===== src/wsf_pkg.sv =====
package wsf_pkg;

    localparam int PIX_W     = 16;
    localparam int COORD_W   = 10;
    localparam int CFG_W     = 11;
    localparam int CFG_IDX_W = 2;
    localparam int MAX_LINE  = 1024;

    localparam logic [CFG_IDX_W-1:0] REG_LINE_LENGTH = 2'd0;
    localparam logic [CFG_IDX_W-1:0] REG_LINE_COUNT  = 2'd1;

    localparam logic FUNC_PIXEL = 1'b0;
    localparam logic FUNC_DRAIN = 1'b1;

    // 2 * (sum of neighbours) + 84 * centre = 2 * (sum of all nine) + 82 * centre
    localparam int COL_SUM_W = PIX_W + 2;
    localparam int ACC_W     = PIX_W + 7;
    localparam int ABS_W     = ACC_W - 1;

    // divide by 100: floor(a * ceil(2^29 / 100) / 2^29) is exact for a < 2^22
    localparam int                 RECIP_SHIFT = 29;
    localparam int                 RECIP_W     = 23;
    localparam logic [RECIP_W-1:0] RECIP       = 23'd5368710;
    localparam int                 PROD_W      = ABS_W + RECIP_W;

    localparam int OQ_DEPTH = 4;
    localparam int OQ_PTR_W = $clog2(OQ_DEPTH);
    localparam int OQ_CNT_W = OQ_PTR_W + 1;
    localparam int RQ_DEPTH = 8;
    localparam int RQ_PTR_W = $clog2(RQ_DEPTH);
    localparam int RQ_CNT_W = RQ_PTR_W + 1;

    typedef logic signed [PIX_W-1:0] pixel_t;
    typedef logic [COORD_W-1:0]      coord_t;
    typedef logic [CFG_W-1:0]        cfg_t;

    typedef struct packed {
        logic   drain;
        logic   r_ge1;
        logic   r_ge2;
        logic   last;
        coord_t col;
        coord_t row_m1;
        pixel_t p;
    } op_t;

    typedef struct packed {
        coord_t row;
        coord_t col;
        logic   emit_left;
        logic   emit_edge;
        logic   frame_end;
    } meta_t;

    typedef struct packed {
        pixel_t smoothed;
        coord_t row;
        coord_t col;
        logic   frame_end;
    } result_t;

endpackage


===== src/wsf_front.sv =====
module wsf_front
    import wsf_pkg::*;
#(
    parameter int MAX_WIDTH = 1024
)(
    input  logic                 clk,
    input  logic                 rst_n,
    input  logic                 push,
    output logic                 full,
    input  logic                 func,
    input  pixel_t               pixel,
    input  logic                 cfg_valid,
    output logic                 cfg_ready,
    input  logic [CFG_IDX_W-1:0] cfg_index,
    input  cfg_t                 cfg_data,
    output logic                 op_push,
    output op_t                  op,
    input  logic                 op_full
);

    localparam int WIDTH_LIMIT = (MAX_WIDTH < MAX_LINE) ? MAX_WIDTH : MAX_LINE;

    cfg_t   line_length_reg;
    cfg_t   line_count_reg;
    coord_t row_reg;
    coord_t col_reg;
    coord_t drain_reg;
    logic   draining_reg;

    cfg_t   eff_w;
    cfg_t   eff_h;
    coord_t w_last;
    coord_t h_last;
    logic   accept;
    logic   is_drain;
    logic   col_last;
    logic   row_last;
    logic   drain_last;
    logic   cfg_wr;

    assign cfg_ready = 1'b1;
    assign cfg_wr    = cfg_valid && cfg_ready;
    assign full      = op_full;
    assign accept    = push && !op_full;
    assign is_drain  = (func == FUNC_DRAIN);

    always_comb
    begin
        if (line_length_reg < CFG_W'(2))
            eff_w = CFG_W'(2);
        else if (line_length_reg > CFG_W'(WIDTH_LIMIT))
            eff_w = CFG_W'(WIDTH_LIMIT);
        else
            eff_w = line_length_reg;

        if (line_count_reg < CFG_W'(2))
            eff_h = CFG_W'(2);
        else if (line_count_reg > CFG_W'(MAX_LINE))
            eff_h = CFG_W'(MAX_LINE);
        else
            eff_h = line_count_reg;

        w_last     = COORD_W'(eff_w - CFG_W'(1));
        h_last     = COORD_W'(eff_h - CFG_W'(1));
        col_last   = (col_reg == w_last);
        row_last   = (row_reg == h_last);
        drain_last = (drain_reg == w_last);

        op.drain  = is_drain;
        op.col    = is_drain ? drain_reg : col_reg;
        op.row_m1 = is_drain ? h_last : row_reg - COORD_W'(1);
        op.r_ge1  = is_drain || (row_reg != '0);
        op.r_ge2  = is_drain || (row_reg > COORD_W'(1));
        op.last   = is_drain ? drain_last : col_last;
        op.p      = pixel;
        op_push   = accept && (is_drain ? draining_reg : !draining_reg);
    end

    always_ff @(posedge clk or negedge rst_n)
    begin
        if (!rst_n)
        begin
            line_length_reg <= CFG_W'(MAX_LINE);
            line_count_reg  <= CFG_W'(MAX_LINE);
            row_reg         <= '0;
            col_reg         <= '0;
            drain_reg       <= '0;
            draining_reg    <= 1'b0;
        end
        else if (cfg_wr && (cfg_index == REG_LINE_LENGTH || cfg_index == REG_LINE_COUNT))
        begin
            if (cfg_index == REG_LINE_LENGTH)
                line_length_reg <= cfg_data;
            else
                line_count_reg <= cfg_data;
            row_reg      <= '0;
            col_reg      <= '0;
            drain_reg    <= '0;
            draining_reg <= 1'b0;
        end
        else if (op_push && !is_drain)
        begin
            if (col_last)
            begin
                col_reg <= '0;
                if (row_last)
                begin
                    draining_reg <= 1'b1;
                    drain_reg    <= '0;
                end
                else
                begin
                    row_reg <= row_reg + COORD_W'(1);
                end
            end
            else
            begin
                col_reg <= col_reg + COORD_W'(1);
            end
        end
        else if (op_push)
        begin
            if (drain_last)
            begin
                draining_reg <= 1'b0;
                drain_reg    <= '0;
                row_reg      <= '0;
                col_reg      <= '0;
            end
            else
            begin
                drain_reg <= drain_reg + COORD_W'(1);
            end
        end
    end

endmodule


===== config.mk =====
export PLATFORM = sky130hd
export DESIGN_NAME = wsf_front
export DESIGN_NICKNAME = d
export VERILOG_FILES = /design/src/wsf_pkg.sv /design/src/wsf_front.sv
export SDC_FILE = /design/constraint.sdc
export NUM_CORES = 1
export LEC_CHECK = 0
export BUFFER_PORTS_ARGS = -buffer_cell sky130_fd_sc_hd__buf_4
export CORE_MARGIN = 2
export CORE_UTILIZATION = 40
export CTS_CLUSTER_DIAMETER = 80
export DETAILED_ROUTE_END_ITERATION = 12
export SYNTH_ARGS = -nofsm -noshare
export SYNTH_HDL_FRONTEND = slang
export SYNTH_SLANG_ARGS = --single-unit

===== constraint.sdc =====
create_clock -name clk -period 3.82 [get_ports clk]
set_input_delay 0.191 -clock clk [delete_from_list [all_inputs] [get_ports clk]]
set_output_delay 0.191 -clock clk [all_outputs]
set_load 0.05 [all_outputs]

**After elaboration in Yosys (flattened, before gate mapping)**

Cells that the tools add are included.

- Add/sub/neg operators: 6
- Multipliers: 0
- Div/mod/pow operators: 0
- $lt $le $gt $ge: 5
- Equality and inequality tests: 7
- Shift-type cells: 0
- Multiplexer cells: 29
- Bitwise gates (word level): 1
- Reduce and logical (&&, ||, !) cells: 20

Operators with widths:

| operator | number |
|---|---|
| 10-bit 2-to-1 mux | 21 |
| 10-bit by 1-bit adder with 10-bit output (second input constant) | 3 |
| 10-bit equality test | 3 |
| 10-bit by 1-bit subtractor with 10-bit output (second input constant) | 3 |
| 11-bit greater-than comparator (second input constant) | 2 |
| 11-bit by 2-bit less-than comparator with 1-bit output (second input constant) | 2 |
| 10-bit by 1-bit greater-than comparator with 1-bit output (second input constant) | 1 |
| 10-bit nonzero test | 1 |
| 3-bit inequality test (second input constant) | 3 |
| 1-bit 2-to-1 mux | 8 |
| 4-bit AND reduction | 2 |
| 2-bit AND reduction | 3 |
| 3-bit nonzero test | 2 |
| 1-bit logical AND | 4 |
| 1-bit zero test | 3 |
| 1-bit logical OR | 3 |
| 3-bit AND reduction | 1 |
| 2-bit by 1-bit equality test with 1-bit output (second input constant) | 1 |
| 2-bit zero test | 1 |
| 1-bit inverter | 1 |

- Bits in registers: 53
- Bits in latches: 0
- Memory bits (writable): 0
- Bits in read-only memories: 0
- Input bits: 35
- Output and inout bits: 43
- Logic and storage cells: 74
- Memories kept: 0

**Depth between registers and ports, before layout**

Gate-level depths: netlist of run 1.

- Depth after elaboration: 9
- Depth in mapped cells: 18
- Mapped depth without buffers: 14

**Worst setup path after synthesis of run 1**

OpenSTA, ideal clock, no wires.

- Path type: reg2reg
- From: reg line_length_reg[7]
- To: reg row_reg[8]
- Library setup time: 0.077 ns
- Arrival: 4.182 ns
- Slack: -0.440 ns
- Stages on the path, launching flop included: 17
- Cells stage by stage: dfrtp_1 > buf_6 > or4_1 > buf_2 > o31ai_1 > ha_1 > buf_2 > nor3b_1 > nand4_1 > a31oi_1 > xor2_1 > nand4_1 > nor4_4 > o22ai_2 > buf_6 > or4_1 > a21oi_1

- Word-level cells in the longest chain between the ends: 7
- Elaborated cells on any way between the ends: 10
- Those cells by class: add/sub: 1; order compare: 2; eq/ne: 3; mux: 2; reduce/logical: 2

Ends and longest elaborated chain:

| item | RTL line | text |
|---|---|---|
| from (decl) | wsf_front.sv:23 | `cfg_t line_length_reg;` |
| from (signal assigned) | wsf_front.sv:83 | `line_length_reg <= CFG_W'(MAX_LINE);` |
| from (signal assigned) | wsf_front.sv:93 | `line_length_reg <= cfg_data;` |
| 11-bit greater-than comparator | wsf_front.sv:51 | `else if (line_length_reg > CFG_W'(WIDTH_LIMIT))` |
| 10-bit 2-to-1 mux | wsf_front.sv:51 |  |
| 10-bit 2-to-1 mux (*) | wsf_front.sv:49 | `if (line_length_reg < CFG_W'(2))` |
| 10-bit by 1-bit subtractor with 10-bit output (*) | wsf_front.sv:63 | `w_last = COORD_W'(eff_w - CFG_W'(1));` |
| 10-bit equality test (on tied branches) | wsf_front.sv:65, wsf_front.sv:67 |  |
| 3-bit inequality test (no line) / 3-bit nonzero test (equally long branches) | - |  |
| 4-bit AND reduction (no line) (*) | - |  |
| to (signal assigned) | wsf_front.sv:113 | `row_reg <= row_reg + COORD_W'(1);` |
| to (decl) | wsf_front.sv:25 | `coord_t row_reg;` |

Mark *: on every way between the ends. The rest lies on a longest branch, timed or not.
A chain may end at the register's enable or synchronous reset.

**Worst setup path in the final report of run 1**

- From: reg line_length_reg[9]
- To: reg row_reg[7]

The elaborated chain is that of the path after synthesis.

==> results.py, run 1 <==
metrics = {
    "finish": {
        "nets": 642,
        "drive_gt1_share_pct": 27.7,
        "syn2layout_area_growth_pct": 18.4,
        "num_antenna_cells": 0,
        "postLayoutCellArea_mm2": 0.00547,
    },
    "synthesis": {
        "synth_edf_count": 0,
        "ys.flop_type": "dfrtp_1",
        "synthArstFlopShare_pct": 100,
        "synth_top_area_cell": "dfrtp_1",
        "ys_ff_latch": 53,
        "ys_types": 73,
        "synth_cells": 556,
        "syn_avg_cell_area_um2": 8.31,
        "syn_nets": 599,
        "synth_warnings": 0,
        "synthTopCellsByCount": "dfrtp_1, nor2_1, nand2_1",
        "synth_most_common_cell": "dfrtp_1",
        "seq_area_frac_synth_pct": 28.8,
        "syn-cell-area_mm2": 0.00462,
        "netlist_top_cells_area": "dfrtp_1, mux2_2, xnor2_1",
        "netlist.area_leader.share_pct": 27.6,
    },
    "grt": {
        "antenna_found_initial": 0,
        "gr-total-overflow": 0,
        "grt_pass1_wl_mm": 21.7,
        "track_usage_pct": 21.1,
        "grt_pass1_vias": 4138,
        "grt_max_degree": 54,
    },
    "timing": {
        "max_freq_mhz": 269,
        "setup-tns-final_ps": 0,
        "max-slew-margin-rel_pct": 46.3,
        "slew_violations": 0,
        "setup_violations": 0,
        "min_period_over_period_pct": 97.2,
        "finalClockSkew_ps": 9.22,
        "grt_setup_unrepaired": "yes",
        "fin_ws_ps": 105,
        "fin_crit_ps": 3710,
        "tightest_slew_ps": 802,
        "finalHoldWorstSlack_ps": 141,
        "finalHoldViolations": 0,
    },
    "route": {
        "vias": 4343,
        "drcViolationCount": 0,
        "drtIter0Drc": 233,
        "wl_mm": 13.1,
        "wl_per_cell_um": 17.7,
        "dr.pass1.iters": 5,
        "antenna_left": 0,
        "vias_per_cell": 5.85,
    },
    "critical_path": {
        "cp_slowest_cell": "or4_4",
        "cp_num_buf_inv": 3,
        "critPathMaxFanout": 7,
        "crit_type": "flop to flop",
        "cp-start-kind": "flop",
        "crit_path_end_kind": "flop",
        "path_cells": "or4_4 > o31ai_4 > ha_2 > nor3b_4 > buf_4 > nand4_1 > a31oi_4 > xnor2_1 > nand4_1 > a211oi_4 > buf_4 > nand4_4 > buf_6 > o31a_1 > a31oi_1",
        "path_delay_family": "simple AND/OR/NAND/NOR gates",
        "regToRegSetupSlack_ps": 110,
        "cpPeakStageDelay_ps": 580,
        "required_ps": 4040,
        "crit_arrival_ps": 3940,
    },
    "placement": {
        "pre_cts_ws_ps": -7.05,
        "dp_hpwl_mm": 9.83,
        "gp_congestion": 0.901,
        "portBuffers": 44,
        "dpl-instance-area_mm2": 0.00516,
    },
    "clock_network": {
        "cts.clk_slew.worst_paths_ps": 70,
        "cts.sinks": 53,
        "cts_buffer_depth": 2,
        "cts_max_level": 2,
        "cts_made_buffers": 5,
        "clk_latency_ps": 300,
        "root_buffer": "clkbuf_16",
        "cts_tree": "done",
    },
    "power_and_ir_drop": {
        "vdd_drop_max_uv": 291,
        "power_density_mw_per_mm2": 448,
        "power.leakage_nw": 2.24,
    },
    "min_path": {
        "hold_class": "input pin to flop",
    },
    "floorplan": {
        "start_util_pct": 40.8,
        "die_area_mm2": 0.0124,
        "dieWidth_um": 111,
        "pin_count": 78,
        "die_h_um": 111,
        "core-area_mm2": 0.0113,
        "rows": 39,
    },
    "job": {
        "cap_violations": 0,
    },
    "outcome": {
        "outcome": "completed",
    },
}
## metal layers
layer	track usage [%]	vias to the layer above	share of wire (%)
li1	-	2105	-
met1	28.9	2089	46
met2	35.4	134	48
met3	2.78	15	5.0
met4	5.76	0	1.5
met5	0	-	0
## cells by family (layout without fill, tap and decap cells)
| group | after synthesis | count (layout) | share of synthesized area (%) |
|---|---|---|---|
| xor+xnor | 32 | 32 | 6.37 |
| fa+ha+maj | 8 | 8 | 2.17 |
| compound gates | 140 | 140 | 21.2 |
| mux | 35 | 35 | 8.40 |
| simple gates | 208 | 208 | 24.6 |
| flops | 53 | 53 | 28.8 |
| other cells | 1 | 1 | 0.0812 |
| buf+inv | 79 | 123 | 8.34 |
## cell type report
cell class / count / area (um2)
inverters: 22 / 82.6
flip-flops and latches: 53 / 1330
fillers: 1127 / 5850
clock buffers: 6 / 129
repair buffers: 93 / 712
well taps: 143 / 179
clock inverters: 2 / 13.8
multi-input cells: 424 / 3020
## layout by cell type, fill, tap and decap left out, types with 10 or more instances in the layout
cell type  netlist  layout
a21oi_1         23      21
buf_4           19      90
dfrtp_1         51      51
inv_1           21      21
mux2_2          30      29
nand2_1         38      38
nand3_1         16      16
nand4_1         10      10
nor2_1          39      37
nor2b_1         12      12
nor3_1          24      23
o21ai_0         37      37
xnor2_1         24      23
## where the power goes
group | switching (mW) | internal [mW]
Combinational | 0.737 | 0.526
Clock | 0.207 | 0.245
Sequential | 0.0989 | 0.637
Total | 1.04 | 1.41
## worst reg2reg max path: cells and delay by family, from the launching register on
family	cells	cell delay [ps]
compound gates	5	1140
flops	1	380
xor+xnor	1	140
simple gates	5	1280
fa+ha+maj	1	220
buf+inv	3	490
## path summary, 6_finish.rpt
| kind | from | end | cells past startpoint |
|---|---|---|---|
| hold / removal | cfg_data[6] | line_count_reg[6] | 2 |
| setup / recovery | line_length_reg[9] | row_reg[7] | 15 |
| setup reg to reg | line_length_reg[9] | row_reg[7] | 15 |
| min in group asynchronous | rst_n | line_length_reg[6] | 2 |
| max in group asynchronous | rst_n | drain_reg[8] | 2 |
| hold reg to reg | draining_reg | draining_reg | 1 |
## stage by stage
stage	std cells	util, %	power [mW]
after floorplan	556	-	1.64
after global placement	726	45.6	1.95
after detailed placement	726	45.6	1.96
after CTS	735	46.9	2.42
after global routing	743	48.3	2.61
final	743	48.3	2.45
## what timing repair did
action                     in CTS  in global routing
hold endpoints to repair       51                  0
hold buffers                    1                  0
buffers inserted                0                  8
pin swaps                       0                 11
gates resized for setup         0                 21
setup endpoints to repair       2                 31
(Power assumes the default switching activity.)
==> inputs of run 2 (changes only) <==
--- a/config.mk
+++ b/config.mk
@@ -5,9 +5,10 @@
 export SDC_FILE = /design/constraint.sdc
 export NUM_CORES = 1
 export LEC_CHECK = 0
-export BUFFER_PORTS_ARGS = -buffer_cell sky130_fd_sc_hd__buf_4
+export BUFFER_PORTS_ARGS = -buffer_cell sky130_fd_sc_hd__buf_2
+export CORE_ASPECT_RATIO = 1.4
 export CORE_MARGIN = 2
-export CORE_UTILIZATION = 40
+export CORE_UTILIZATION = 25
 export CTS_CLUSTER_DIAMETER = 80
 export DETAILED_ROUTE_END_ITERATION = 12
 export SYNTH_ARGS = -nofsm -noshare
==> results.py, run 2 (synthesis results as in run 1) <==
metrics = {
    "grt": {
        "grt_pass1_wl_mm": 22.0,
        "gr-total-overflow": 0,
        "grt_max_degree": 39,
        "track_usage_pct": 14.0,
        "antenna_found_initial": 0,
        "grt_pass1_vias": 4206,
    },
    "timing": {
        "max_freq_mhz": 270,
        "tightest_slew_ps": 917,
        "setup_violations": 0,
        "fin_ws_ps": 110,
        "setup-tns-final_ps": 0,
        "fin_crit_ps": 3710,
        "min_period_over_period_pct": 97.1,
        "max-slew-margin-rel_pct": 38.6,
        "grt_setup_unrepaired": "yes",
        "finalClockSkew_ps": 5.06,
        "finalHoldViolations": 0,
        "finalHoldWorstSlack_ps": 152,
        "slew_violations": 0,
    },
    "min_path": {
        "hold_depth": 2,
        "hold_class": "input pin to flop",
    },
    "floorplan": {
        "die_h_um": 165,
        "start_util_pct": 25.6,
        "dieWidth_um": 119,
        "pin_count": 78,
        "rows": 58,
        "core-area_mm2": 0.0181,
        "die_area_mm2": 0.0196,
    },
    "route": {
        "drtIter0Drc": 242,
        "dr.pass1.iters": 5,
        "vias": 4324,
        "vias_per_cell": 5.15,
        "antenna_left": 0,
        "wl_mm": 13.7,
        "wl_per_cell_um": 16.3,
        "drcViolationCount": 0,
    },
    "clock_network": {
        "cts_max_level": 2,
        "root_buffer": "clkbuf_16",
        "cts_tree": "done",
        "clk_latency_ps": 300,
        "cts.clk_slew.worst_paths_ps": 70,
        "cts_buffer_depth": 2,
        "cts_made_buffers": 5,
        "cts.sinks": 53,
    },
    "finish": {
        "stdcell_count": 840,
        "syn2layout_area_growth_pct": 18.6,
        "seq_area_mm2": 0.00133,
        "multi_input_area_mm2": 0.00300,
        "nets": 642,
        "utilization_pct": 30.3,
        "postLayoutCellArea_mm2": 0.00548,
        "final_common_cell": "dfrtp_1",
        "num_antenna_cells": 0,
        "final_cell_mix": "dfrtp_1, buf_4, buf_2, nor2_1, nand2_1",
        "fill_cells": 1937,
        "drive_gt1_share_pct": 27.0,
    },
    "critical_path": {
        "required_ps": 4040,
        "reg2reg_depth": 14,
        "cpPeakStageDelay_ps": 590,
        "critPathMostFrequentCell": "buf_4",
        "path_cells": "or4_4 > o31ai_4 > ha_2 > nor3b_4 > buf_4 > a211oi_2 > o21ai_0 > nor3b_1 > nand4_1 > buf_4 > a211oi_4 > nor2_2 > or4_1 > a21oi_1",
        "cp_slowest_cell": "or4_4",
        "crit_type": "flop to flop",
        "crit_path_end_kind": "flop",
        "critPathMaxFanout": 7,
        "crit_arrival_ps": 3930,
        "cp-start-kind": "flop",
    },
    "power_and_ir_drop": {
        "power_density_mw_per_mm2": 457,
        "fin_total_pwr_mw": 2.50,
        "vdd_drop_max_uv": 176,
        "power.leakage_nw": 2.20,
    },
    "outcome": {
        "outcome": "completed",
    },
    "placement": {
        "dpl-instance-area_mm2": 0.00521,
        "gp_congestion": 0.839,
        "dp_hpwl_mm": 10.7,
        "numPlacedInstances": 828,
        "portBuffers": 44,
        "pre_cts_ws_ps": 97.9,
    },
    "job": {
        "cap_violations": 0,
    },
}
[run 2: cell types whose count changed in the layout (fill, tap and decap cells not counted), moves of 2 or more]
| cell | delta |
|---|---|
| o31ai_2 | -2 |
| buf_4 | -42 |
| nor3_1 | -2 |
| o31ai_1 | +2 |
| buf_2 | +43 |
| a21oi_1 | +2 |
| nor3_2 | +2 |
| a21oi_2 | -2 |
[run 2: timing repair]
action | CTS | global route
endpoints found under the hold margin | 25 | 0
hold buffers | 1 | 0
setup endpoints to repair | 1 | 27
setup buffers | 0 | 3
pin swaps | 0 | 3
gates resized for setup | 1 | 14
[run 2: final cells by class]
| type | count | area share (%) |
|---|---|---|
| Inverter | 22 | 1.51 |
| Clock inverter | 1 | 0.548 |
| Multi-Input combinational cell | 424 | 54.7 |
| Sequential cell | 53 | 24.3 |
| Tap cell | 240 | 5.48 |
| Timing Repair Buffer | 93 | 10.9 |
| Clock buffer | 7 | 2.60 |
[run 2: path summary, 6_finish.rpt]
check | from | to | slack, ps
worst max-delay path | line_length_reg[8] | row_reg[4] | 110
worst min-delay path | cfg_data[10] | line_count_reg[10] | 150
worst max register to register | line_length_reg[8] | row_reg[4] | 110
worst min register to register | col_reg[9] | col_reg[9] | 550
max in group asynchronous | rst_n | line_length_reg[10] | 2510
min in group asynchronous | rst_n | drain_reg[6] | 450
[run 2: layer usage]
layer / track usage (%) / wire, um
met1: 16.4 / 5840
met2: 26.1 / 7030
met3: 1.62 / 493
met4: 5.25 / 348
met5: 0 / 0
[run 2: where the power goes]
| part | internal (mW) | switching [mW] | leakage (nW) |
|---|---|---|---|
| clock | 0.328 | 0.214 | 0.0841 |
| combinational | 0.482 | 0.744 | 1.43 |
| sequential | 0.637 | 0.0989 | 0.683 |
[run 2: critical path: cells and delay by family, from the launching register on]
family	cells	cell delay (ps)
AOI/OAI and AO/OA	5	860
DFF	1	380
and+or+nand+nor	6	1820
adders and majority gates	1	220
buffers and inverters	2	350
