===== src/wsf_pkg.sv =====
package wsf_pkg;

    localparam int PIX_W     = 16;
    localparam int COORD_W   = 10;
    localparam int CFG_W     = 11;
    localparam int CFG_IDX_W = 2;
    localparam int MAX_LINE  = 1024;

    localparam logic [CFG_IDX_W-1:0] REG_LINE_LENGTH = 2'd0;
    localparam logic [CFG_IDX_W-1:0] REG_LINE_COUNT  = 2'd1;

    localparam logic FUNC_PIXEL = 1'b0;
    localparam logic FUNC_DRAIN = 1'b1;

    // 2 * (sum of neighbours) + 84 * centre = 2 * (sum of all nine) + 82 * centre
    localparam int COL_SUM_W = PIX_W + 2;
    localparam int ACC_W     = PIX_W + 7;
    localparam int ABS_W     = ACC_W - 1;

    // divide by 100: floor(a * ceil(2^29 / 100) / 2^29) is exact for a < 2^22
    localparam int                 RECIP_SHIFT = 29;
    localparam int                 RECIP_W     = 23;
    localparam logic [RECIP_W-1:0] RECIP       = 23'd5368710;
    localparam int                 PROD_W      = ABS_W + RECIP_W;

    localparam int OQ_DEPTH = 4;
    localparam int OQ_PTR_W = $clog2(OQ_DEPTH);
    localparam int OQ_CNT_W = OQ_PTR_W + 1;
    localparam int RQ_DEPTH = 8;
    localparam int RQ_PTR_W = $clog2(RQ_DEPTH);
    localparam int RQ_CNT_W = RQ_PTR_W + 1;

    typedef logic signed [PIX_W-1:0] pixel_t;
    typedef logic [COORD_W-1:0]      coord_t;
    typedef logic [CFG_W-1:0]        cfg_t;

    typedef struct packed {
        logic   drain;
        logic   r_ge1;
        logic   r_ge2;
        logic   last;
        coord_t col;
        coord_t row_m1;
        pixel_t p;
    } op_t;

    typedef struct packed {
        coord_t row;
        coord_t col;
        logic   emit_left;
        logic   emit_edge;
        logic   frame_end;
    } meta_t;

    typedef struct packed {
        pixel_t smoothed;
        coord_t row;
        coord_t col;
        logic   frame_end;
    } result_t;

endpackage


===== src/wsf_op_queue.sv =====
module wsf_op_queue
    import wsf_pkg::*;
(
    input  logic clk,
    input  logic rst_n,
    input  logic push,
    input  op_t  wr_op,
    output logic full,
    input  logic pop,
    output logic empty,
    output op_t  rd_op
);

    op_t                 slot_reg [OQ_DEPTH];
    logic [OQ_PTR_W-1:0] wr_ptr_reg;
    logic [OQ_PTR_W-1:0] rd_ptr_reg;
    logic [OQ_CNT_W-1:0] count_reg;

    assign full  = (count_reg == OQ_CNT_W'(OQ_DEPTH));
    assign empty = (count_reg == '0);
    assign rd_op = slot_reg[rd_ptr_reg];

    always_ff @(posedge clk)
    begin
        if (push)
            slot_reg[wr_ptr_reg] <= wr_op;
    end

    always_ff @(posedge clk or negedge rst_n)
    begin
        if (!rst_n)
        begin
            wr_ptr_reg <= '0;
            rd_ptr_reg <= '0;
            count_reg  <= '0;
        end
        else
        begin
            if (push)
                wr_ptr_reg <= wr_ptr_reg + OQ_PTR_W'(1);
            if (pop)
                rd_ptr_reg <= rd_ptr_reg + OQ_PTR_W'(1);
            count_reg <= count_reg + OQ_CNT_W'(push) - OQ_CNT_W'(pop);
        end
    end

endmodule


===== config.mk =====
export PLATFORM = sky130hd
export DESIGN_NAME = wsf_op_queue
export DESIGN_NICKNAME = d
export VERILOG_FILES = /design/src/wsf_pkg.sv /design/src/wsf_op_queue.sv
export SDC_FILE = /design/constraint.sdc
export NUM_CORES = 1
export LEC_CHECK = 0
export BUFFER_PORTS_ARGS = -buffer_cell sky130_fd_sc_hd__buf_4
export CAP_MARGIN = 10
export CELL_PAD_IN_SITES_DETAIL_PLACEMENT = 0
export CELL_PAD_IN_SITES_GLOBAL_PLACEMENT = 1
export CORE_UTILIZATION = 50
export CTS_CLUSTER_SIZE = 40
export DETAILED_ROUTE_END_ITERATION = 8
export PLACE_DENSITY = 0.86
export SETUP_SLACK_MARGIN = 0.05
export SLEW_MARGIN = 20
export SYNTH_ARGS = -nofsm -noshare
export SYNTH_HDL_FRONTEND = slang
export SYNTH_SLANG_ARGS = --single-unit

===== constraint.sdc =====
create_clock -name clk -period 2.7 [get_ports clk]
set_input_delay 0.81 -clock clk [delete_from_list [all_inputs] [get_ports clk]]
set_output_delay 0.81 -clock clk [all_outputs]
set_load 0.01 [all_outputs]

After elaboration in Yosys (flattened, before gate mapping)
Memories as Yosys holds them, arrays and structs flattened.
Index checks and enable logic that the tools add are counted.
{"block": "op_classes", "mux": 2, "order_cmp": 0, "div_mod_pow": 0, "n_reduce_logical": 1, "n_shift": 0, "multipliers": 0, "add_sub_neg": 4, "n_eq_ne": 1, "bitwise": 0}
{"op": "$add A2 B1 Y2 const B", "n": 2}
{"op": "$add A3 B1 Y3", "n": 1}
{"op": "$eq A3 B3 Y1 const B", "n": 1}
{"op": "$logic_not A3 Y1", "n": 1}
{"op": "$sub A3 B1 Y3", "n": 1}
{"op": "$mux W1", "n": 2}
{"block": "word_totals", "word_cells": 12, "input_bits": 44, "ff_bits": 7, "out_inout_bits": 42, "ram_bits": 160, "romBits": 0, "latchBits": 0, "mem_count": 1}
{"name": "slot_reg", "depth": 4, "width": 40, "rd": 1, "rd_ports_with_merged_regs": 0, "write_ports": 1, "line_no": "wsf_op_queue.sv:14", "rtl": "op_t slot_reg [OQ_DEPTH];"}

Longest topological paths before layout
Gate-level depths: netlist of the first run.
{"block": "depth", "ltp_word": 2, "mapped_depth": 6, "depth_no_buf": 6}

Least setup slack after synthesis of the first run
OpenSTA, ideal clock, no wires.
{"block": "synth_path", "path_kind": "input to register", "startpoint": "in push", "endpoint": "mem slot_reg[1][0] in the netlist's numbering, enable pin", "path_stages": 1, "required_ns": 2.299, "path_slack_ns": 0.517, "arrival_ns": 1.782, "cell_sequence": "and2_1"}
{"block": "synth_via", "elab_chain_len": 2}
{"item": "start, declared", "line_no": "wsf_op_queue.sv:6", "rtl": "input logic push,"}
{"item": "$mux W1", "line_no": "wsf_op_queue.sv:25", "rtl": "if (push)"}
{"item": "$mux W1 (implied by the code)", "line_no": "wsf_op_queue.sv:26", "rtl": "slot_reg[wr_ptr_reg] <= wr_op;"}
{"item": "end, declared", "line_no": "wsf_op_queue.sv:14"}
No other way between the ends.

==> impl_metrics.yaml, run 1 <==
run_status:
  status: "complete, no violations"
timing:
  finalWorstSetupSlack_ps: 43.30
  fmax_ghz: 0.3764
  finClkSkew_ps: 11.36
  tns_ps: 0
  hold_violations: 0
  maxSlewViolCount: 0
  min_period_ps: 2657
  setup_violations: 0
  worstMarginPinSlew_ps: 543.8
  rsz0062_at_grt: "yes"
  slew_headroom: 0.6375
  timing.final.crit_share: 0.9840
die:
  die_area_um2: 12880
  die_w_um: 113.5
  core_area_um2: 12060
  io_pins: 86
  start_util: 0.5151
  placementRows: 40
  die_h_um: 113.5
routing:
  routed_wl_um: 10370
  drtPass1Iterations: 4
  antenna_left: 0
  viasPerCell: 5.178
  drc: 0
  wl_per_cell_um: 19.21
  num_vias: 2796
  drt_iter0_drc: 151
synthesis:
  synth_area_leader_cell: "edfxtp_1"
  yosysMostFrequentCell: "edfxtp_1"
  yosys_warnings: 0
  synthDistinctLibCells: 18
  async_reset_ff_frac: 0.04192
  synth_common_cells: "edfxtp_1 (160), mux4_2 (38), dfrtp_1 (7)"
  syn-num-nets: 295
  ys_ff_latch: 167
  synthTopCellsByArea: "edfxtp_1 (77%), mux4_2 (14%), dfrtp_1 (2.8%), buf_12 (1.3%), ha_1 (1.2%)"
  syn-cell-area_um2: 6213
  synth.top_cell.area_share: 0.7733
  synth_edf_count: 160
  ys_dominant_reg_cell: "edfxtp_1"
  yosysSeqAreaShare: 0.8014
  synth_cells: 244
  avgSynthCellArea_um2: 25.46
pwr:
  powerDensity_nw_per_um2: 1105
  total_power_w: 0.008624
  irDropWorstVdd_uv: 623.2
  leakage_nw: 2.771
layout:
  multi_input_area_um2: 1097
  largest_reg_flops: 160
  fin_util: 0.6471
  ff_latch_area_um2: 4987
  postLayoutCellArea_um2: 7805
  fillCellCount: 820
  finalNetCount: 410
  insertedDiodeCount: 0
  area_delta_synth_final_pct: 25.61
  layout-drive-gt1-share: 0.4839
global_route:
  antenna_found_initial: 0
  grt_first_pass_wirelength_um: 15590
  track_usage: 0.1748
  globalRouteOverflowTotal: 0
  grt_start_max_net_pins: 31
  grt_pass1_vias: 2925
setup_path:
  critPathArrivalTime_ps: 1850
  crit_top_cell: "buf_12"
  cp_num_cells: 4
  reg2regPathDepth: 4
  critPathMaxStageDelay_ps: 540
  end_kind: "output pin"
  cp.buffers_inverters: 3
  cp_slowest_cell: "dfrtp_4"
  critPathMaxFanout: 9
  criticalPathCategory: "register to output pin"
  cp-start-kind: "register"
  crit_required_ps: 1890
  cp_top_family: "flip-flops"
  crit_chain: "buf_12 > buf_12 > mux4_2 > buf_4"
min_path:
  min-delay-path-class: "input port to asynchronous set/reset pin"
place:
  dp_hpwl_um: 6229
  gp_congestion: 0.6927
  port_buffers: 85
  place_area_um2: 7122
  pre_cts_slack_ps: 413.4
clock_tree:
  clockBufferDepth: 2
  cts_tree: "yes"
  cts-root-buf: "clkbuf_16"
  htree_levels: 4
  path_clk_slew_ps: 60
  cts_buffers: 17
  clk_latency_ps: 420
  ctsHoldBuffers: 0
  clock_sinks: 167
run:
  maxCapViolCount: 0
## final timing paths
| path | end | start | slack, ps |
|---|---|---|---|
| max in group asynchronous | rd_ptr_reg[0] | rst_n | 2350 |
| min reg2reg | wr_ptr_reg[0] | wr_ptr_reg[0] | 520 |
| max | rd_op[0] | rd_ptr_reg[0] | 40 |
| min in group clk | wr_ptr_reg[0] | wr_ptr_reg[0] | 520 |
| min | count_reg[0] | rst_n | 200 |
| max reg2reg | slot_reg[1][23] | wr_ptr_reg[1] | 1050 |
## cell families after synthesis
group | count (synthesis) | synth area share
flops | 167 | 0.8015
mux | 40 | 0.1462
buf+inv | 16 | 0.02215
simple gates | 8 | 0.007048
fa+ha+maj | 7 | 0.01530
xor+xnor | 5 | 0.007049
compound gates | 1 | 0.0008047
## cell usage in the layout, fill, tap and decap left out, drive strengths merged
cell type,Yosys,routed
edfxtp,160,160
buf,9,106
mux4,40,40
clkbuf,1,18
clkinv,0,11
dfrtp,7,7
inv,6,6
ha,6,6
and2,4,4
xor2,3,3
xnor2,2,2
nand2,2,2
bufinv,0,2
nor3,1,1
and3,1,1
o21ai,1,1
fa,1,1
clkinvlp,0,1
## stage by stage
step,cells,hold WS [ps]
5_1_grt,540,187.0
6_report,540,203.2
2_1_floorplan,244,491.4
3_5_place_dp,499,518.3
3_3_place_gp,499,518.9
4_1_cts,532,183.5
## metal layers
metal,GRT usage,share of wire,up-vias
li1,-,-,1252
met5,0,0,-
met4,0.09035,0.015,0
met1,0.2047,0.40,1457
met3,0.05048,0.044,14
met2,0.2955,0.54,73
## what timing repair did
item	in CTS	in global routing
gates resized for setup	4	0
endpoints found under the setup margin	32	12
gates cloned	1	0
setup buffers	0	8
## report_power, final
part / leakage [nW] / internal (W) / total (W) / switching [W]
registers: 1.55 / 0.00341 / 0.00361 / 0.000201
clock network: 0.278 / 0.00135 / 0.00227 / 0.000919
logic: 0.943 / 0.00153 / 0.00275 / 0.00121
## area by class of cell
cell class                      instances  share of cell area
Multi-Input combinational cell         61              0.1406
Inverter                                6            0.002886
Tap cell                              168             0.02693
Sequential cell                       167              0.6390
Clock buffer                           18             0.05499
Clock inverter                         14             0.01731
Timing Repair Buffer                  106              0.1183
Note: power is estimated with default switching activity, not from simulation.
==> inputs of run 2 (changes only) <==
--- a/config.mk
+++ b/config.mk
@@ -13,7 +13,7 @@
 export CTS_CLUSTER_SIZE = 40
 export DETAILED_ROUTE_END_ITERATION = 8
 export PLACE_DENSITY = 0.86
-export SETUP_SLACK_MARGIN = 0.05
+export SETUP_SLACK_MARGIN = 0.4
 export SLEW_MARGIN = 20
 export SYNTH_ARGS = -nofsm -noshare
 export SYNTH_HDL_FRONTEND = slang
==> run 2 against run 1 <==
Effect of this change:
- clock power is essentially flat
- flip-flop and latch count unchanged
- total power up 5.3%
- worst setup slack improved by 21 ps
- die area unchanged
==> impl_metrics.yaml, run 2 (synthesized netlist as in run 1, its figures left out) <==
global_route:
  grt_first_pass_wirelength_um: 16230
  grt_pass1_vias: 3029
  antenna_found_initial: 0
  track_usage: 0.1825
  grt_start_max_net_pins: 31
  globalRouteOverflowTotal: 0
layout:
  insertedDiodeCount: 0
  finalNetCount: 410
  final_common_cell: "edfxtp_1"
  layout-drive-gt1-share: 0.4866
  fillCellCount: 805
  largest_reg_flops: 160
  area_delta_synth_final_pct: 28.86
  fin_util: 0.6638
  final_cell_mix: "edfxtp_1 (160), buf_4 (53), buf_6 (42), mux4_2 (40), clkbuf_16 (17)"
timing:
  hold_slack_ps: 198.9
  finClkSkew_ps: 6.680
  hold_violations: 0
  min_period_ps: 2636
  finalWorstSetupSlack_ps: 64.08
  fmax_ghz: 0.3794
  setup_violations: 0
  timing.final.crit_share: 0.9763
  worstMarginPinSlew_ps: 535.3
  slew_headroom: 0.6432
  maxSlewViolCount: 0
  rsz0062_at_grt: "yes"
  tns_ps: 0
setup_path:
  cp-start-kind: "register"
  cp_slowest_cell: "mux4_2"
  critPathMaxStageDelay_ps: 530
  end_kind: "output pin"
  crit_chain: "buf_12 > buf_16 > mux4_2 > buf_6"
  criticalPathCategory: "register to output pin"
  crit_end: "rd_op[28]"
  r2r_start: "wr_ptr_reg[1]"
  critPathArrivalTime_ps: 1830
  reg2regPathDepth: 4
  r2r_slack_ps: 1050
  crit_required_ps: 1890
  r2r_end: "slot_reg[1][23]"
  critPathMaxFanout: 7
  worstSetupStartpoint: "rd_ptr_reg[0]"
pwr:
  switchingPower_w: 0.002462
  clkPwrFrac: 0.250
  powerDensity_nw_per_um2: 1134
  swShare: 0.2711
  p_int_w: 0.006619
  leakage_nw: 2.838
  irDropWorstVdd_uv: 656.0
  seq_power_share: 0.397
  p_comb_frac: 0.353
clock_tree:
  cts_tree: "yes"
  path_clk_slew_ps: 60
  htree_levels: 4
  ctsHoldBuffers: 0
  clk_latency_ps: 420
  clockBufferDepth: 2
  cts_buffers: 17
  cts-root-buf: "clkbuf_16"
  clock_sinks: 167
routing:
  drt_iter0_drc: 144
  viasPerCell: 5.181
  drc: 0
  drtPass1Iterations: 4
  antenna_left: 0
  wl_per_cell_um: 19.78
  routed_wl_um: 10680
  num_vias: 2798
place:
  gp_congestion: 0.6927
  port_buffers: 85
  dp_hpwl_um: 6229
  pre_cts_slack_ps: 413.4
die:
  start_util: 0.5151
  core_area_um2: 12060
  die_h_um: 113.5
  die_w_um: 113.5
  io_pins: 86
  placementRows: 40
  die_area_um2: 12880
run:
  maxCapViolCount: 0
min_path:
  min-delay-path-class: "input port to asynchronous set/reset pin"
run_status:
  status: "complete, no violations"
[run 2: what timing repair did]
action                                 CTS  global route
gates cloned                             4             0
setup buffers                            5             0
setup endpoints to repair               40            40
endpoints found under the hold margin    0             0
resized for setup                       50             0
[run 2: layout make-up]
type	count	area, um2	area share
inverter	6	22.52	0.002813
clock inverter	14	135.1	0.01688
timing repair buffer	106	1129	0.1410
multi-input combinational	61	1094	0.1366
sequential	167	4987	0.6229
clock buffer	18	429.2	0.05360
tap	168	210.2	0.02625
[run 2: worst min-delay path by stage]
stage                          endpoint  slack [ps]  depth (start not counted)
after floorplan           wr_ptr_reg[0]         490                          1
after global placement    wr_ptr_reg[0]         520                          1
after detailed placement  wr_ptr_reg[0]         520                          1
after CTS                  count_reg[0]         180                          1
after global routing       count_reg[0]         190                          1
final                      count_reg[0]         200                          1
[run 2: routing by layer]
| layer | up-vias | track usage | wire (um) |
|---|---|---|---|
| met5 | - | 0 | 0 |
| li1 | 1252 | - | - |
| met4 | 0 | 0.09298 | 233 |
| met1 | 1453 | 0.2166 | 4293 |
| met3 | 20 | 0.05101 | 489 |
| met2 | 73 | 0.3073 | 5666 |
[run 2: critical path: cells and delay by family (launching register included)]
family	cells	cell delay, ps
DFF	1	450
buffers and inverters	3	420
muxes	1	530
[run 2: power by group through the flow]
| stage | Combinational, W | Clock (W) | Sequential (W) |
|---|---|---|---|
| finish | 0.00320 | 0.00227 | 0.00360 |
| CTS | 0.00327 | 0.00231 | 0.00361 |
| detailed placement | 0.00260 | 0 | 0.00366 |
| global placement | 0.00259 | 0 | 0.00362 |
| global route | 0.00342 | 0.00241 | 0.00365 |
| floorplan | 0.00164 | 0 | 0.00355 |
[run 2: stage by stage]
step	area, um2	power [W]	instances
2_1_floorplan	6213	0.005187	244
3_3_place_gp	7122	0.006210	499
3_5_place_dp	7122	0.006257	499
4_1_cts	8006	0.009195	540
5_1_grt	8006	0.009473	540
6_report	8006	0.009081	540
==> inputs of run 3 (changes only) <==
--- a/config.mk
+++ b/config.mk
@@ -7,9 +7,7 @@
 export LEC_CHECK = 0
 export BUFFER_PORTS_ARGS = -buffer_cell sky130_fd_sc_hd__buf_4
 export CAP_MARGIN = 10
-export CELL_PAD_IN_SITES_DETAIL_PLACEMENT = 0
-export CELL_PAD_IN_SITES_GLOBAL_PLACEMENT = 1
-export CORE_UTILIZATION = 50
+export CORE_UTILIZATION = 57
 export CTS_CLUSTER_SIZE = 40
 export DETAILED_ROUTE_END_ITERATION = 8
 export PLACE_DENSITY = 0.86
==> run 3 against run 2 <==
Effect of this change:
- the run now ends with negative setup slack left
- register-to-register slack got worse by 70 ps
- clock skew increased by 2.6 ps
- clock-buffer cell count is 5 higher
- hold slack worse by 86 ps
- sequential power about the same
- critical endpoint is now rd_op[39]
- final area shrank 0.38%
- total power increased by 2.2%
- global-route usage grew 4.3 points
==> impl_metrics.yaml, run 3 (synthesized netlist as in run 1, its figures left out) <==
run_status:
  status: "finished, violations left"
  violations: "negative setup slack"
layout:
  area_delta_synth_final_pct: 28.37
  final_common_cell: "edfxtp_1"
  stdcell_count: 508
  postLayoutCellArea_um2: 7976
  final_cell_mix: "edfxtp_1 (160), buf_4 (59), mux4_2 (40), buf_6 (37), clkbuf_16 (16)"
  finalNetCount: 410
  layout-drive-gt1-share: 0.4812
  largest_reg_flops: 160
  insertedDiodeCount: 0
clock_tree:
  cts_buffers: 17
  clk_latency_ps: 510
  cts-root-buf: "clkbuf_8"
  clockBufferDepth: 2
  htree_levels: 4
  path_clk_slew_ps: 60
  clock_sinks: 167
  ctsHoldBuffers: 0
  cts_tree: "yes"
place:
  gp_congestion: 0.6597
  port_buffers: 85
  place_area_um2: 7042
  dp_hpwl_um: 6346
  placedCellCount: 465
routing:
  num_vias: 2922
  wl_per_cell_um: 22.50
  drt_iter0_drc: 240
  drc: 0
  antenna_left: 0
  viasPerCell: 5.752
  drtPass1Iterations: 4
  routed_wl_um: 11430
global_route:
  grt_pass1_vias: 3174
  globalRouteOverflowTotal: 0
  antenna_found_initial: 0
  grt_first_pass_wirelength_um: 17600
  track_usage: 0.2250
  grt_start_max_net_pins: 41
setup_path:
  cp_top_family: "flip-flops"
  cp.buffers_inverters: 3
  critPathArrivalTime_ps: 1920
  cp-start-kind: "register"
  critPathMaxFanout: 5
  criticalPathCategory: "register to output pin"
  critPathMaxStageDelay_ps: 530
  crit_chain: "buf_12 > buf_4 > mux4_2 > buf_6"
  cp_slowest_cell: "dfrtp_4"
  crit_required_ps: 1890
  end_kind: "output pin"
timing:
  worstMarginPinSlew_ps: 436.5
  setup_violations: 14
  slew_headroom: 0.7090
  finalWorstSetupSlack_ps: -25.59
  maxSlewViolCount: 0
  rsz0062_at_grt: "yes"
  hold_violations: 0
  finClkSkew_ps: 9.311
  fmax_ghz: 0.3669
  tns_ps: -126.2
  timing.final.crit_share: 1.009
  min_period_ps: 2726
pwr:
  p_comb_frac: 0.344
  seq_power_share: 0.385
  irDropWorstVdd_uv: 606.9
  switchingPower_w: 0.002445
  p_int_w: 0.006835
  powerDensity_nw_per_um2: 1164
  leakage_nw: 2.841
  swShare: 0.2635
  clkPwrFrac: 0.271
die:
  io_pins: 86
  die_h_um: 106.4
  die_w_um: 106.4
  die_area_um2: 11320
  start_util: 0.5939
  placementRows: 37
  core_area_um2: 10460
run:
  maxCapViolCount: 0
min_path:
  min-delay-path-class: "input port to asynchronous set/reset pin"
==> run 3: cell types whose count changed in the layout (fill, tap and decap cells not counted), moves of 2 or more <==
| cell | change |
|---|---|
| buf_6 | -5 |
| clkbuf_1 | +4 |
| clkinv_4 | -3 |
| bufinv_16 | +3 |
| buf_4 | +6 |
| clkbuf_8 | +2 |
| buf_16 | -2 |
| clkinv_1 | -2 |
| clkinv_2 | -3 |
==> run 3: final timing paths <==
kind                                from         endpoint  slack [ps]  cells past startpoint
setup / recovery           rd_ptr_reg[0]        rd_op[39]         -30                      4
hold / removal                     rst_n     count_reg[2]         110                      1
setup reg to reg           wr_ptr_reg[0]  slot_reg[0][19]         980                      4
hold reg to reg            wr_ptr_reg[0]    wr_ptr_reg[0]         550                      1
max in group asynchronous          rst_n    rd_ptr_reg[0]        2430                      1
min in group clk                wr_op[8]   slot_reg[1][8]         500                      1
==> run 3: metrics by stage <==
stage | utilization | setup slack [ps] | total power, W | hold slack [ps]
after floorplan | - | 516.5 | 0.005187 | 491.4
after global placement | 0.6730 | 340.8 | 0.006123 | 513.8
after detailed placement | 0.6730 | 329.6 | 0.006202 | 535.9
after CTS | 0.7590 | -47.17 | 0.009286 | 86.89
after global routing | 0.7624 | -94.74 | 0.009675 | 78.80
final | 0.7624 | -25.59 | 0.009281 | 112.7
==> run 3: repair_timing <==
item,CTS,global route
resized for setup,41,7
buffers inserted,7,1
cloned,3,0
setup endpoints to repair,40,40
==> run 3: final cells by class <==
class | instances | area, um2
Multi-Input combinational cell | 61 | 1094
Clock inverter | 9 | 176.4
Tap cell | 136 | 170.2
Sequential cell | 167 | 4985
Inverter | 6 | 22.52
Timing Repair Buffer | 106 | 1082
Fill cell | 561 | 2486
Clock buffer | 23 | 446.7
==> run 3: layer usage <==
| metal | GRT usage | up-vias | share of wire |
|---|---|---|---|
| li1 | - | 1255 | - |
| met1 | 0.2900 | 1517 | 0.41 |
| met2 | 0.3757 | 144 | 0.53 |
| met3 | 0.05518 | 6 | 0.053 |
| met4 | 0.08135 | 0 | 0.0067 |
| met5 | 0 | - | 0 |
==> run 3: power by group through the flow <==
stage	Clock (W)	Combinational, W	Sequential (W)
2_1_floorplan	0	0.00164	0.00355
3_3_place_gp	0	0.00251	0.00361
3_5_place_dp	0	0.00255	0.00365
4_1_cts	0.00254	0.00318	0.00357
5_1_grt	0.00267	0.00341	0.00360
6_report	0.00252	0.00319	0.00357
